$ cat config.mk
export PLATFORM = sky130hd
export DESIGN_NAME = mp2_scan
export DESIGN_NICKNAME = d
export VERILOG_FILES = /design/src/mp2_pkg.sv /design/src/mp2_scan.sv
export SDC_FILE = /design/constraint.sdc
export NUM_CORES = 1
export LEC_CHECK = 0
export ABC_AREA = 1
export ABC_CLOCK_PERIOD_IN_PS = 7300
export BUFFER_PORTS_ARGS = -buffer_cell sky130_fd_sc_hd__buf_2
export CAP_MARGIN = 15
export CORE_AREA = 2 2 93 95
export DETAILED_ROUTE_END_ITERATION = 10
export DIE_AREA = 0 0 95 97
export GPL_TIMING_DRIVEN = 1
export MAX_ROUTING_LAYER = met4
export PLACE_DENSITY = 0.8
export SYNTH_ARGS = -nofsm -noshare
export SYNTH_HDL_FRONTEND = slang
export SYNTH_SLANG_ARGS = --single-unit
$ cat constraint.sdc
create_clock -name i_clk -period 7.3 [get_ports i_clk]
set_input_delay 0.365 -clock i_clk [delete_from_list [all_inputs] [get_ports i_clk]]
set_output_delay 0.365 -clock i_clk [all_outputs]
set_load 0.03 [all_outputs]
$ cat src/mp2_pkg.sv
// shared constants and types of the 2x2 max pooling block
package mp2_pkg;

    // sizes
    localparam int MAX_WIDTH   = 1024;
    localparam int MAX_HEIGHT  = 1024;
    localparam int MAX_PLANES  = 65536;
    localparam int SAMPLE_BITS = 16;
    localparam int PAIR_SLOTS  = MAX_WIDTH / 2;

    localparam int COL_BITS   = $clog2(MAX_WIDTH);
    localparam int ROW_BITS   = $clog2(MAX_HEIGHT);
    localparam int PLANE_BITS = $clog2(MAX_PLANES);
    localparam int SLOT_BITS  = $clog2(PAIR_SLOTS);

    // configuration port
    localparam int CFG_DIM_BITS   = 11;
    localparam int CFG_PLANE_BITS = 17;
    localparam int CFG_INDEX_BITS = 2;
    localparam int CFG_DATA_BITS  = 17;

    localparam logic [CFG_INDEX_BITS-1:0] CFG_PLANE_WIDTH  = 2'd0;
    localparam logic [CFG_INDEX_BITS-1:0] CFG_PLANE_HEIGHT = 2'd1;
    localparam logic [CFG_INDEX_BITS-1:0] CFG_PLANE_TOTAL  = 2'd2;

    localparam logic [CFG_DIM_BITS-1:0]   WIDTH_RESET  = CFG_DIM_BITS'(1024);
    localparam logic [CFG_DIM_BITS-1:0]   HEIGHT_RESET = CFG_DIM_BITS'(1024);
    localparam logic [CFG_PLANE_BITS-1:0] TOTAL_RESET  = CFG_PLANE_BITS'(1);

    // winning position codes
    localparam logic [1:0] POS_TL = 2'd0;
    localparam logic [1:0] POS_TR = 2'd1;
    localparam logic [1:0] POS_BL = 2'd2;
    localparam logic [1:0] POS_BR = 2'd3;

    typedef logic signed [SAMPLE_BITS-1:0] t_sample;

    // where a sample sits in its window, from the raster scan
    typedef struct packed {
        logic                 in_range;
        logic                 right;
        logic                 bottom;
        logic                 pend;
        logic                 fend;
        logic [SLOT_BITS-1:0] slot;
    } t_tag;

    // line buffer entry: top-row pair maximum and its column
    typedef struct packed {
        logic [SAMPLE_BITS-1:0] value;
        logic                   col;
    } t_pair;

endpackage

$ cat src/mp2_scan.sv
// raster position counters and window tagging of each incoming sample
module mp2_scan
    import mp2_pkg::*;
(
    input  logic                      i_clk,
    input  logic                      i_rst_n,
    input  logic                      i_advance,
    input  logic [CFG_DIM_BITS-1:0]   i_plane_width,
    input  logic [CFG_DIM_BITS-1:0]   i_plane_height,
    input  logic [CFG_PLANE_BITS-1:0] i_plane_total,
    output t_tag                      o_tag
);

    localparam logic [CFG_DIM_BITS-1:0]   DIM_MIN   = CFG_DIM_BITS'(2);
    localparam logic [CFG_DIM_BITS-1:0]   W_MAX     = CFG_DIM_BITS'(MAX_WIDTH);
    localparam logic [CFG_DIM_BITS-1:0]   H_MAX     = CFG_DIM_BITS'(MAX_HEIGHT);
    localparam logic [CFG_PLANE_BITS-1:0] N_MIN     = CFG_PLANE_BITS'(1);
    localparam logic [CFG_PLANE_BITS-1:0] N_MAX     = CFG_PLANE_BITS'(MAX_PLANES);
    localparam logic [CFG_DIM_BITS-1:0]   DIM_ONE   = CFG_DIM_BITS'(1);
    localparam logic [CFG_PLANE_BITS-1:0] PLANE_ONE = CFG_PLANE_BITS'(1);

    logic [COL_BITS-1:0]       r_col,   n_col;
    logic [ROW_BITS-1:0]       r_row,   n_row;
    logic [PLANE_BITS-1:0]     r_plane, n_plane;

    logic [CFG_DIM_BITS-1:0]   w, h, w_used, h_used;
    logic [CFG_PLANE_BITS-1:0] n;
    logic [CFG_DIM_BITS-1:0]   col_ext, row_ext, col_inc, row_inc;
    logic [CFG_PLANE_BITS-1:0] plane_ext, plane_inc;
    logic                      pend;

    // clamp the configured sizes to their legal ranges
    always_comb begin
        w = (i_plane_width < DIM_MIN) ? DIM_MIN :
            (i_plane_width > W_MAX) ? W_MAX : i_plane_width;
        h = (i_plane_height < DIM_MIN) ? DIM_MIN :
            (i_plane_height > H_MAX) ? H_MAX : i_plane_height;
        n = (i_plane_total < N_MIN) ? N_MIN :
            (i_plane_total > N_MAX) ? N_MAX : i_plane_total;
        w_used = {w[CFG_DIM_BITS-1:1], 1'b0};
        h_used = {h[CFG_DIM_BITS-1:1], 1'b0};
    end

    assign col_ext   = CFG_DIM_BITS'(r_col);
    assign row_ext   = CFG_DIM_BITS'(r_row);
    assign plane_ext = CFG_PLANE_BITS'(r_plane);
    assign col_inc   = col_ext + DIM_ONE;
    assign row_inc   = row_ext + DIM_ONE;
    assign plane_inc = plane_ext + PLANE_ONE;

    // tag of the sample at the current position
    assign pend = (row_ext == h_used - DIM_ONE) && (col_ext == w_used - DIM_ONE);
    always_comb begin
        o_tag.in_range = (col_ext < w_used) && (row_ext < h_used);
        o_tag.right    = r_col[0];
        o_tag.bottom   = r_row[0];
        o_tag.pend     = pend;
        o_tag.fend     = pend && (plane_ext == n - PLANE_ONE);
        o_tag.slot     = r_col[COL_BITS-1:1];
    end

    // advance column, row and plane, wrapping at or past each bound
    always_comb begin
        n_col   = r_col;
        n_row   = r_row;
        n_plane = r_plane;
        if (i_advance) begin
            n_col = col_inc[COL_BITS-1:0];
            if (col_inc >= w) begin
                n_col = '0;
                n_row = row_inc[ROW_BITS-1:0];
                if (row_inc >= h) begin
                    n_row   = '0;
                    n_plane = plane_inc[PLANE_BITS-1:0];
                    if (plane_inc >= n) begin
                        n_plane = '0;
                    end
                end
            end
        end
    end

    always_ff @(posedge i_clk) begin
        if (!i_rst_n) begin
            r_col   <= '0;
            r_row   <= '0;
            r_plane <= '0;
        end else begin
            r_col   <= n_col;
            r_row   <= n_row;
            r_plane <= n_plane;
        end
    end

endmodule

### After elaboration in Yosys (flattened, before gate mapping)

Index checks and enable logic that the tools add are counted.

* register bits: 36
* latch bits: 0
* RAM bits: 0
* bits in read-only memories: 0
* input bits: 42
* word-level logic and storage cells: 37
* memories: 0

* add/subtract/negate cells: 6
* $mul: 0
* div/mod/pow operators: 0
* magnitude comparators: 11
* equality and inequality tests: 3
* shifts and indexed selects: 0
* muxes and demuxes: 9
* bitwise operators: 0
* reductions and logical operators: 5

Operators by type and width (count)
* 11-bit 2-to-1 mux: 4
* 17-bit 2-to-1 mux: 2
* 10-bit by 1-bit adder with 11-bit output, second input constant: 2
* 10-bit by 11-bit == test with 1-bit output: 2
* 11-bit greater-or-equal comparator: 2
* 11-bit > comparator, second input constant: 2
* 10-bit by 11-bit < comparator with 1-bit output: 2
* 11-bit by 2-bit < comparator with 1-bit output, second input constant: 2
* 11-bit by 1-bit subtractor with 11-bit output, second input constant: 2
* 10-bit 2-to-1 mux: 2
* 16-bit by 1-bit adder with 17-bit output, second input constant: 1
* 16-bit by 17-bit == test with 1-bit output: 1
* 17-bit greater-or-equal comparator: 1
* 17-bit > comparator, second input constant: 1
* 17-bit by 1-bit < comparator with 1-bit output, second input constant: 1
* 17-bit by 1-bit subtractor with 17-bit output, second input constant: 1
* 16-bit 2-to-1 mux: 1
* 1-bit logical AND: 3
* 3-bit AND reduction: 1
* 2-bit AND reduction: 1

### Logic depth before layout (Yosys ltp)

Gate-level depths: netlist (run 1).

* depth after elaboration: 7
* mapped depth: 22

### Worst setup path before layout (run 1)

OpenSTA, ideal clock, no wires.

* path kind: reg-to-reg
* start point: register r_plane[1]
* end point: register r_plane[11]
* library setup time: 0.132 ns
* data arrival time: 2.966 ns
* path slack: 4.202 ns
* cell stages (with the launch flop): 21
* clock period less this slack: 3.098 ns
* cell sequence: dfxtp_1 > ha_1 > nand2_1 > nor2_1 > nand3_1 > nor2_1 > nand2_1 > nor2_2 > nand2_1 > nor3_2 > xor2_1 > ha_1 > inv_1 > nor3_1 > nor3b_1 > nand3_1 > o2111ai_1 > nor2_4 > buf_4 > nand2_1 > a21oi_1

* longest elaborated chain between the ends: 3

Ends and longest elaborated chain
* start, declared: line mp2_scan.sv:24 `logic [PLANE_BITS-1:0] r_plane, n_plane;`
* start signal, assigned: line mp2_scan.sv:91 `r_plane <= n_plane;`
* 16-bit by 1-bit adder with 17-bit output *: line mp2_scan.sv:49 `assign plane_inc = plane_ext + PLANE_ONE;`
* 17-bit greater-or-equal comparator: line mp2_scan.sv:75 `if (plane_inc >= n) begin`
* 16-bit 2-to-1 mux *: line mp2_scan.sv:75

Mark *: on every way between the ends. The rest lies on a longest branch, timed or not.
A chain may end at the register's enable or synchronous reset.

==> results, run 1 <==
- The minimum clock period after layout is 3905 ps.
- The data arrival time of the worst path is 3540 ps.
- Across the VDD grid, the largest voltage drop is 0.07253 mV.
- In the post-synthesis netlist, the biggest area contributors are sky130_fd_sc_hd__nand2_1, sky130_fd_sc_hd__ha_1, sky130_fd_sc_hd__dfxtp_1.
- The synthesized netlist contains 39 unique library cells.
- In this run the horizontal extent of the chip is roughly 95 um.
- Detailed placement ended at an HPWL of roughly 11000 um.
- The tree built by TritonCTS fans out to 36 sinks.
- The sequential cells in the finished layout cover a total of 720.7 um2.
- The flow ran to the end, and the final reports show no timing, DRC or antenna violations.
- Setup violations remaining at the end of the flow were counted as 0.
- The hold violation count in the final report is 0.
- The hold buffer count at CTS is 0.
- The antenna violation net count after detailed routing is 0.
- The headroom to the max-slew limit is 0.3212.
- The number of filler instances in the final layout is ~780.
- The data required time of the worst path is approximately 6900 ps.
- Max-cap violations in this run came to 0.
- Clock-pin slew was measured on the worst setup and hold paths at 70 ps.
- Counting flops and latches in the post-synthesis netlist gives 36.
- The placed cell area is ~0.0052 mm2.
- Clock latency on the worst-skew pair, taken at its later pin, is 300 ps.
- The fraction of layout instances using a drive strength above 1 is 0.09436.
- The critical setup path kind is in2out.
- The TritonCTS buffer count is 5.
- For this run, the total global-route usage over all layers was measured as 0.2992.
- The area enclosed by the die boundary is just over 0.009 mm2.
- The post-synthesis to final-layout area growth is 8.378%.
- In the synthesized netlist, the cells that appear most often are sky130_fd_sc_hd__nand2_1, sky130_fd_sc_hd__inv_1, sky130_fd_sc_hd__nor2_1, sky130_fd_sc_hd__nand3_1, sky130_fd_sc_hd__ha_1.
- The number of iterations in the first detailed-routing pass is 5.
- The top achievable clock speed is between 200 and 300 MHz.
- The aggregate routed wire length is 13190 um.
- Routability-driven placement finished with a final weighted congestion of 0.9669.
- By instance count, the leading cell after synthesis is sky130_fd_sc_hd__nand2_1.
- Setup repair after global routing left no endpoint under its margin.
- For this configuration, the core starts out at a cell density of 0.6041.
- The critical-path maximum fanout is 38.
- After global routing the overflow that remains totals 0.
- Once the clock tree was built, the setup fixing pass inserted 0 buffers.
- The endpoint class of the critical path is an output pin.
- Dividing the detail-routed wire length by the instance count gives 13.55 um.
- After synthesis, the mean cell area works out to ~6.0 um2.
- Measured along the y axis, the die boundary spans 97 um.
- The number of warnings printed during yosys synthesis is 0.
- Dividing total power by cell area gives a power density of between 90 and 100 mW/mm2.
- STA classifies the critical path startpoint as a primary input.
- The total I/O pin count is 56.
- The global routing met3 resource utilization is 0.03349.
- The total number of placement rows is 33.
- The area share of the leading cell type in the synthesized netlist is 0.2024.
- In the final layout, the multi-input gates occupy around 0.0037 mm2.
- The path category of the worst min-delay check is in2reg.
- The pin count of the biggest net entering global routing is 39.
- The root buffer cell is sky130_fd_sc_hd__clkbuf_8.
- Counting flops with an async set or reset pin after synthesis yields a share of 0.
- The fraction of the cycle the final worst path needs is 0.5350.
- The number of DRC violations after detailed routing is 0.
- The clock tree from TritonCTS is done.
- The detailed-route vias per instance is 5.563.
- The wire length of the first global-routing pass is 22020 um.
- On the final layout, the worst clock skew is 13.06 ps.
- The via count of the first global-routing pass is around 4900.
- The number of H-tree levels is 2.
- The number of buffers between clock root and the deepest sink is 2.
- Adding up every negative setup slack in the final design gives 0 ps.
- After the last flow step, the layout net total stands at 973.
- The mapped netlist covers about 0.0049 mm2.
- The number of antenna violations at the first check in global routing is 0.
- For met2 alone, demand over resource in global routing was 0.4752.
- Overall power consumption after layout is estimated at 0.0005167 W.
- The count of flip-flops with a built-in enable after synthesis is 0.
- The cell count after synthesis came out at 820.
- The flip-flop cell with the highest count after synthesis is sky130_fd_sc_hd__dfxtp_1.
- The quantity of gates resized following cts is 0.
- sky130_fd_sc_hd__nand2_1 takes more of the synthesized area than any other cell.
- In the global route stage, met1 resource usage came out at 0.4167.
- After the first detailed-routing iteration, the DRC count stood at 295.
- The count of port buffers added during placement is 55.
- The number of pins with negative max-slew slack in the final report is 0.
- In this run the most used layer during global routing was met2.
- Summed over all cells, the static leakage comes to 2.766 nW.
- The repair_antennas step left the layout with diodes totalling 0.
- The area of all placed cells without fillers is 0.005325 mm2.
- The fraction of the yosys area taken by sequential cells is 0.1467.
- The number of nets in the synthesized netlist is between 900 and 1000.
- The via count of the routed design is 5418.
- The worst-margin pin slew is 1016 ps.
- In this run the standard cell core region covers roughly 0.0081 mm2.
logic make-up after synthesis:
kind of cell / synth area share
flip-flops: 0.1467
adder cells (fa/ha/maj): 0.1604
AND/OR/NAND/NOR: 0.3896
XOR/XNOR: 0.07487
AO/OA/AOI/OAI: 0.1362
buffers and inverters: 0.09218
path summary, 6_finish.rpt:
kind / cells after the start / end / from / slack (ps)
setup / recovery: 22 / o_tag[9] / i_plane_total[4] / 3390
hold / removal: 3 / r_plane[0] / i_rst_n / 450
hold reg to reg: 2 / r_plane[3] / r_plane[3] / 500
setup reg to reg: 19 / r_plane[3] / r_col[0] / 3650
layout by cell type, fill, tap and decap left out, drive strengths merged:
cell      Yosys  layout
a211oi        3       3
a21o          3       3
a21oi        53      53
a31oi         1       1
and3          2       2
buf           9      55
clkbuf        5       6
clkinv        1       1
clkinvlp      0       2
dfxtp        36      36
ha           63      63
inv          95      95
nand2       269     269
nand3        66      66
nand3b        3       3
nand4        14      14
nor2         85      85
nor3          9       9
nor3b         1       1
nor4          3       3
o2111ai       2       2
o211ai        3       3
o21ai        36      36
o21bai        7       7
o22ai         1       1
o31ai         2       2
o41ai         5       5
or2           1       1
xnor2         3       3
xor2         39      39
through the flow:
step	util	instances	hold slack (ps)	worst slack, ps
finish	0.6547	974	449.7	3395
global route	0.6547	974	454.7	2975
CTS	0.6547	974	439.3	3417
detailed placement	0.6427	966	491.1	3417
global placement	0.6427	966	486.5	3540
floorplan	-	820	470.6	4202
worst max-delay path: stages:
cell and delay, ps:
sky130_fd_sc_hd__buf_2 140, sky130_fd_sc_hd__nor2_1 110, sky130_fd_sc_hd__nand2_1 50, sky130_fd_sc_hd__nor2_1 110
sky130_fd_sc_hd__nand2_1 80, sky130_fd_sc_hd__nand2_1 750, sky130_fd_sc_hd__nand2_1 200, sky130_fd_sc_hd__nand2_2 160
sky130_fd_sc_hd__inv_1 90, sky130_fd_sc_hd__ha_1 230, sky130_fd_sc_hd__xor2_1 180, sky130_fd_sc_hd__inv_1 50
sky130_fd_sc_hd__nand3_1 70, sky130_fd_sc_hd__nand2_1 70, sky130_fd_sc_hd__nor2_1 90, sky130_fd_sc_hd__nand3_1 90
sky130_fd_sc_hd__nor2_1 140, sky130_fd_sc_hd__nand3_1 100, sky130_fd_sc_hd__nor2_1 80, sky130_fd_sc_hd__nand3_1 100
sky130_fd_sc_hd__nor2_1 90, sky130_fd_sc_hd__buf_2 200
report_power, final:
part           switching, W  internal, W
combinational      0.000106    0.0000543
sequential       0.00000204     0.000197
clock             0.0000808    0.0000765
flip-flops by register name, indices dropped and copies added (netlist names):
name and count:
r_plane 16, r_col 10, r_row 10
area by class of cell:
cell class                 instances  area share
clock inverter                     2    0.002820
sequential                        36      0.1353
clock buffer                       6     0.01551
timing repair buffer              55     0.05169
multi-input combinational        674      0.7023
tap                              105     0.02467
inverter                          96     0.06767
per-layer routing:
metal	up-vias	share of wire
li1	2795	-
met1	2460	0.47
met2	153	0.47
met3	10	0.058
met4	0	0.0062
met5	-	0
Power figures use the tool's default switching activity.
==> run 2: changes to the inputs <==
Settings changed: ABC_CLOCK_PERIOD_IN_PS 7300 to 3600.
Clock period 7.3 ns to 3.6 ns, I/O delays scaled along.
==> results, run 2 (synthesis results as in run 1) <==
- Result of the run: completed (unchanged).
- The critical setup path kind was reg2reg (was in2out).
- The post-synthesis to final-layout area growth is 10.19% (was 8.378%).
- The core area is 0.008134 mm2 (unchanged).
- Regs by FF count: r_plane (16), r_col (10), r_row (10) (unchanged).
- The via count of the routed design is 5576 (was 5418).
- The worst reg-to-reg setup slack is 180 ps (was 3650 ps).
- The number of DRC violations after detailed routing is 0 (unchanged).
- The aggregate routed wire length is 13730 um (was 13190 um).
- The top achievable clock speed is 292.0 MHz.
- The top register by number of flip-flops is r_plane (unchanged).
- The internal portion of total power is 0.0006661 W (was 0.0003281 W).
- The switching power summed over all nets is 0.0003793 W (was 0.0001886 W).
- The total I/O pin count is 56 (unchanged).
- The number of antenna violations at the first check in global routing is 0 (unchanged).
- The most common library cell in the layout ignoring fill and taps is sky130_fd_sc_hd__nand2_1 (unchanged).
- The number of iterations in the first detailed-routing pass is 5 (unchanged).
- The total of max-cap violations came to 0 (unchanged).
- The setup-violating endpoint count in the final report is 0 (unchanged).
- The flip-flop and latch area is 726.9 um2 (was 720.7 um2).
- The detailed-route vias per instance is 5.696 (was 5.563).
- The critical-path maximum fanout is 8 (was 38).
- The data arrival time of the worst path is 3590 ps (was 3540 ps).
- The combinational share of power came to 0.320 (was 0.310).
- The headroom to the max-slew limit is 0.5648 (was 0.3212).
- The area enclosed by the die boundary is 0.009215 mm2 (unchanged).
- The total number of nets in the final design is 978 (was 973).
- The number of placed instances, taps included is 969 (was 966).
- The global placement routability congestion came to 0.9367 (was 0.9669).
- The count of port buffers added during placement is 55 (unchanged).
- The kind of start point of the critical path is a register (was primary input).
- The multi-input gate area in the final layout is 0.003797 mm2 (was 0.003740 mm2).
- The average wire per cell in the routed design was 14.03 um (was 13.55 um).
- The smallest setup slack after layout is 175.2 ps (was 3395 ps).
- The root buffer cell is sky130_fd_sc_hd__clkbuf_8 (unchanged).
- The antenna diode count is 0 (unchanged).
- The leakage component of the power is 2.810 nW (was 2.766 nW).
- The effective utilization at floorplan is 0.6041 (unchanged).
- The clock sink count is 36 (unchanged).
- The number of pins with negative max-slew slack in the final report is 0 (unchanged).
- The clock tree from TritonCTS is done (unchanged).
- The relative contribution of the clock network to total power is 0.293 (was 0.304).
- The TritonCTS buffer count is 5 (unchanged).
- The clock latency at the later pin of the worst-skew pair is 290 ps (was 300 ps).
- The data required time of the worst path was 3760 ps (was 6930 ps).
- The number of flip-flops under the largest register name was 16 (unchanged).
- The total number of placement rows is 33 (unchanged).
- The share of the core filled with cells in the final layout is 0.6656 (was 0.6547).
- For the finished layout, the period the worst path requires is about 3400 ps.
- The CTS clock-pin slew for the worst setup and hold paths is 70 ps (about the same).
- Highest-count cells in the layout ignoring fill and taps: sky130_fd_sc_hd__nand2_1, sky130_fd_sc_hd__inv_1, sky130_fd_sc_hd__nor2_1 (unchanged).
- Dividing the final minimum period by the clock period gives 0.9513.
- The wire length of the first global-routing pass is 22670 um (was 22020 um).
- The global-route usage over all layers is 0.3064 (was 0.2992).
- The minimum hold slack is 272.2 ps (was 449.7 ps).
- The pin count of the biggest net entering global routing is 29 (was 39).
- The die height is 97 um (unchanged).
- The switching share of power is 0.3628 (was 0.3650).
- The fraction of layout instances using a drive strength above 1 is 0.1121 (was 0.09436).
- The x dimension of the die is 95 um (unchanged).
- The number of filler instances in the final layout is 779 (was 778).
- The number of H-tree levels is 2 (unchanged).
- The via count of the first global-routing pass is 5011 (was 4853).
- The number of buffers between clock root and the deepest sink was 2 (unchanged).
- The final-layout setup total negative slack is 0 ps (unchanged).
- The total congestion overflow is 0 (unchanged).
- The peak ir drop on the vdd network came to 0.1838 mV (was 0.07253 mV).
- The antenna violation net count after detailed routing is 0 (unchanged).
- The worst clock skew on the final layout is 3.523 ps (was 13.06 ps).
- The post-placement setup slack is 174.5 ps (was 3417 ps).
- The number of DRC violations after detailed-routing iteration 0 was 273 (was 295).
- The worst-margin pin slew is 650.4 ps (was 1016 ps).
- The estimated wirelength of the detail-placed design was 11110 um (was 10850 um).
- The number of standard cells in the layout, taps in and fillers out was 979 (was 974).
- The register share of total power was 0.387 (was 0.386).
- The power per standard cell area is 193.1 mW/mm2 (was 97.03 mW/mm2).
- The path category of the worst min-delay check is in2reg (unchanged).
- The hold violation count in the final report is 0 (unchanged).
- The endpoint class of the critical path is a register (was output pin).
## run 2: changes by cell type in the layout (fill, tap and decap cells not counted), moves of 2 or more
cell                         before  now
sky130_fd_sc_hd__buf_4            0    4
sky130_fd_sc_hd__clkinv_2         0    2
sky130_fd_sc_hd__clkinvlp_4       2    0
sky130_fd_sc_hd__dfxtp_1         36   31
sky130_fd_sc_hd__dfxtp_2          0    5
sky130_fd_sc_hd__nand3_1         66   64
sky130_fd_sc_hd__nand3_2          0    2
## run 2: worst max-delay path: stages (launching register included)
cell                        delay [ps]
sky130_fd_sc_hd__dfxtp_2           360
sky130_fd_sc_hd__ha_1              190
sky130_fd_sc_hd__nand2_1            80
sky130_fd_sc_hd__nor2_2            140
sky130_fd_sc_hd__nand3_2           100
sky130_fd_sc_hd__nor2_1            110
sky130_fd_sc_hd__nand2_1           100
sky130_fd_sc_hd__nor2_2            130
sky130_fd_sc_hd__nand2_1           110
sky130_fd_sc_hd__nor3_2            240
sky130_fd_sc_hd__xor2_1            120
sky130_fd_sc_hd__ha_1              330
sky130_fd_sc_hd__inv_1              90
sky130_fd_sc_hd__nor3_2            260
sky130_fd_sc_hd__nor3b_4           260
sky130_fd_sc_hd__nand3_2           120
sky130_fd_sc_hd__o2111ai_4         290
sky130_fd_sc_hd__nor2_4            110
sky130_fd_sc_hd__nand2_1            90
sky130_fd_sc_hd__a21oi_1            60
## run 2: layout make-up
| cell class | count | area share |
|---|---|---|
| sequential | 36 | 0.1343 |
| timing repair buffer | 59 | 0.05639 |
| multi-input combinational | 675 | 0.7014 |
| inverter | 96 | 0.06656 |
| clock buffer | 6 | 0.01525 |
| clock inverter | 2 | 0.001849 |
| tap | 105 | 0.02427 |
## run 2: power by group through the flow
stage / Combinational (W) / Sequential (W) / Clock, W
3_5_place_dp: 0.000321 / 0.000414 / 0
4_1_cts: 0.000323 / 0.000404 / 0.000309
2_1_floorplan: 0.000220 / 0.000416 / 0
6_report: 0.000334 / 0.000405 / 0.000306
5_1_grt: 0.000378 / 0.000405 / 0.000328
3_3_place_gp: 0.000309 / 0.000414 / 0
## run 2: final timing paths
kind	from	end	cells after the start
worst min register to register	r_plane[1]	r_plane[1]	2
worst min-delay path	i_rst_n	r_plane[0]	3
worst max-delay path	r_plane[0]	r_plane[3]	19
worst max register to register	r_plane[0]	r_plane[3]	19
## run 2: per-layer routing
| layer | track usage | share of wire |
|---|---|---|
| met3 | 0.03738 | 0.061 |
| met4 | 0.06243 | 0.019 |
| met5 | - | 0 |
| met2 | 0.4861 | 0.46 |
| met1 | 0.4192 | 0.46 |
## run 2: what timing repair did
item                                    4_1_cts  5_1_grt
endpoints found under the setup margin        0       16
resized for setup                             0       14
setup buffers                                 0        1
hold buffers                                  0        0
## run 2: stage by stage
step	instance area (um2)	total power [W]
floorplan	4913	0.0006363
global placement	5250	0.0007230
detailed placement	5250	0.0007344
CTS	5343	0.001036
global route	5414	0.001110
finish	5414	0.001045
==> run 3: changes to the inputs <==
Settings changed: GPL_TIMING_DRIVEN 1 to 0.
==> results, run 3 (synthesis results as in run 1) <==
- The x dimension of the die is 95 um (unchanged).
- The leakage component of the power is 2.950 nW (was 2.810 nW).
- The worst path buffer plus inverter count is 2 (was 1).
- The global placement routability congestion was 0.9711 (was 0.9367).
- The hold violation count in the final report was 0 (unchanged).
- The clock sink count is 36 (unchanged).
- The via count of the first global-routing pass is 5026 (was 5011).
- The critical setup path kind is reg2reg (unchanged).
- The endpoint class of the critical path is a register (unchanged).
- The total of max-cap violations is 0 (unchanged).
- The detailed-route vias per instance is 5.574 (was 5.696).
- The top achievable clock speed is 287.2 MHz (was 292.0 MHz).
- The final-layout setup total negative slack is 0 ps (unchanged).
- The number of DRC violations after detailed-routing iteration 0 is 362 (was 273).
- The area enclosed by the die boundary is 0.009215 mm2 (unchanged).
- The worst-margin pin slew is 562.6 ps (was 650.4 ps).
- The minimum clock period after layout was 3482 ps (was 3425 ps).
- The fraction of layout instances using a drive strength above 1 was 0.1355 (was 0.1121).
- The post-synthesis to final-layout area growth was 14.11% (was 10.19%).
- The clock latency at the later pin of the worst-skew pair came to 290 ps (about the same).
- The most common library cell in the layout ignoring fill and taps is sky130_fd_sc_hd__nand2_1 (unchanged).
- The number of DRC violations after detailed routing is 0 (unchanged).
- The core area is 0.008134 mm2 (unchanged).
- The critical-path maximum fanout is 10 (was 8).
- The total congestion overflow is 0 (unchanged).
- The peak ir drop on the vdd network is 0.1969 mV (was 0.1838 mV).
- Highest-count cells in the layout ignoring fill and taps: sky130_fd_sc_hd__nand2_1, sky130_fd_sc_hd__inv_1, sky130_fd_sc_hd__nor2_1 (unchanged).
- The number of antenna violations at the first check in global routing was 0 (unchanged).
- The total power draw came to 0.001063 W (was 0.001045 W).
- The via count of the routed design came to 5563 (was 5576).
- The setup-violating endpoint count in the final report was 0 (unchanged).
- The CTS clock-pin slew for the worst setup and hold paths is 70 ps (about the same).
- The power per standard cell area is 189.6 mW/mm2 (was 193.1 mW/mm2).
- The number of buffers between clock root and the deepest sink is 2 (unchanged).
- The antenna violation net count after detailed routing is 0 (unchanged).
- The root buffer cell is sky130_fd_sc_hd__clkbuf_8 (unchanged).
- The antenna diode count is 0 (unchanged).
- The critical-path cell with the highest stage delay is sky130_fd_sc_hd__dfxtp_4 (was sky130_fd_sc_hd__dfxtp_2).
- The delay of the slowest critical-path stage came to 380 ps (was 360 ps).
- The number of flip-flops under the largest register name came to 16 (unchanged).
- The top register by number of flip-flops was r_plane (unchanged).
- The data arrival time of the worst path was 3630 ps (was 3590 ps).
- The number of pins with negative max-slew slack in the final report is 0 (unchanged).
- The kind of start point of the critical path is a register (unchanged).
- The total number of placement rows came to 33 (unchanged).
- The smallest setup slack after layout is 118.4 ps (was 175.2 ps).
- The clock tree from TritonCTS was done (unchanged).
- The post-placement setup slack is -182.4 ps (was 174.5 ps).
- The worst clock skew on the final layout was 9.287 ps (was 3.523 ps).
- The effective utilization at floorplan was 0.6041 (unchanged).
- The pin count of the biggest net entering global routing is 11 (was 29).
- The aggregate routed wire length was 13970 um (was 13730 um).
- The kind of cell adding the most delay to the critical path is simple AND/OR/NAND/NOR gates (unchanged).
- The estimated wirelength of the detail-placed design came to 11200 um (was 11110 um).
- The path category of the worst min-delay check is in2reg (unchanged).
- The average wire per cell in the routed design is 14.00 um (was 14.03 um).
- The global-route usage over all layers is 0.3079 (was 0.3064).
- The number of iterations in the first detailed-routing pass is 6 (was 5).
- The number of standard cells in the layout, taps in and fillers out is 998 (was 979).
- Result of the run: completed (unchanged).
- The wire length of the first global-routing pass is 22730 um (was 22670 um).
- The number of H-tree levels is 2 (unchanged).
- The number of placed instances, taps included is 979 (was 969).
- The headroom to the max-slew limit is 0.6236 (was 0.5648).
- Cell breakdown of the critical path: ha_2, nand2_1, nor2_2, nand3_2, nor2_2, nand2_2, nor2_4, nand2_2, nor3_4, xor2_1, ha_1, inv_1, nor3_2, nor3b_4, nand3_2, o2111ai_4, nor2_4, buf_4, nand2_1, a21oi_1 (was ha_1, nand2_1, nor2_2, nand3_2, nor2_1, nand2_1, nor2_2, nand2_1, nor3_2, xor2_1, ha_1, inv_1, nor3_2, nor3b_4, nand3_2, o2111ai_4, nor2_4, nand2_1, a21oi_1).
- The total I/O pin count is 56 (unchanged).
- The count of port buffers added during placement came to 54 (was 55).
- The fraction of the cycle the final worst path needs was 0.9671 (was 0.9513).
- Regs by FF count: r_plane (16), r_col (10), r_row (10) (unchanged).
- The TritonCTS buffer count is 5 (unchanged).
- The data required time of the worst path was 3750 ps (was 3760 ps).
- The die height was 97 um (unchanged).
- The total number of nets in the final design is 998 (was 978).
- The hold buffer count at CTS is 0 (unchanged).
==> run 3: changes by cell type in the layout (fill, tap and decap cells not counted), moves of 2 or more <==
cell,previous run,this run
sky130_fd_sc_hd__buf_4,4,16
sky130_fd_sc_hd__clkinv_2,2,0
sky130_fd_sc_hd__nor2_1,80,77
sky130_fd_sc_hd__clkbuf_1,0,4
sky130_fd_sc_hd__nor3_2,3,1
sky130_fd_sc_hd__nand2_2,4,6
sky130_fd_sc_hd__nor2_2,3,5
sky130_fd_sc_hd__nand2_1,265,262
sky130_fd_sc_hd__nor3_4,0,2
sky130_fd_sc_hd__buf_6,0,3
==> run 3: where the power goes <==
group	internal, W	leakage (nW)	switching [W]	total (W)
combinational	0.000117	2.61	0.000224	0.000341
sequential	0.000400	0.293	0.00000453	0.000404
clock	0.000171	0.0503	0.000147	0.000318
total	0.000688	2.95	0.000375	0.00106
==> run 3: metrics by stage <==
| stage | cell area [um2] | hold WS [ps] | util |
|---|---|---|---|
| 5_1_grt | 5607 | 294.2 | 0.6893 |
| 4_1_cts | 5425 | 272.7 | 0.6670 |
| 2_1_floorplan | 4913 | 432.1 | - |
| 3_3_place_gp | 5315 | 488.8 | 0.6534 |
| 6_report | 5607 | 287.5 | 0.6893 |
| 3_5_place_dp | 5315 | 490.4 | 0.6534 |
==> run 3: tightest hold or removal path, cell delays in order <==
cell and delay [ps]:
sky130_fd_sc_hd__buf_2 120, sky130_fd_sc_hd__inv_1 70, sky130_fd_sc_hd__or2_2 100, sky130_fd_sc_hd__a21oi_1 50
==> run 3: layout make-up <==
type / instances / area [um2]
Sequential cell: 36 / 729.5
Fill cell: 752 / 2527
Clock buffer: 7 / 96.34
Inverter: 96 / 360.3
Buffer: 14 / 96.34
Multi-Input combinational cell: 674 / 3832
Tap cell: 105 / 131.4
Timing Repair Buffer: 66 / 360.3
==> run 3: timing repair <==
action | 4_1_cts | 5_1_grt
gates resized for setup | 4 | 25
buffers inserted | 0 | 12
pin swaps | 0 | 13
endpoints found under the setup margin | 16 | 26
==> run 3: layer usage <==
layer  share of wire  global-route usage  wire [um]  vias to the layer above
met5               0                   -          0                        -
met4          0.0057             0.02787         80                        0
met3           0.062             0.04050        862                       11
met2            0.47              0.4894       6503                      158
met1            0.47              0.4334       6523                     2559
li1                -                   -          -                     2835
==> run 3: path summary, 6_finish.rpt <==
path | start | end | slack [ps] | depth (start not counted)
setup / recovery | r_plane[0] | r_plane[7] | 120 | 20
hold / removal | i_advance | r_col[0] | 290 | 4
setup reg to reg | r_plane[0] | r_plane[7] | 120 | 20
hold reg to reg | r_plane[1] | r_plane[1] | 500 | 2
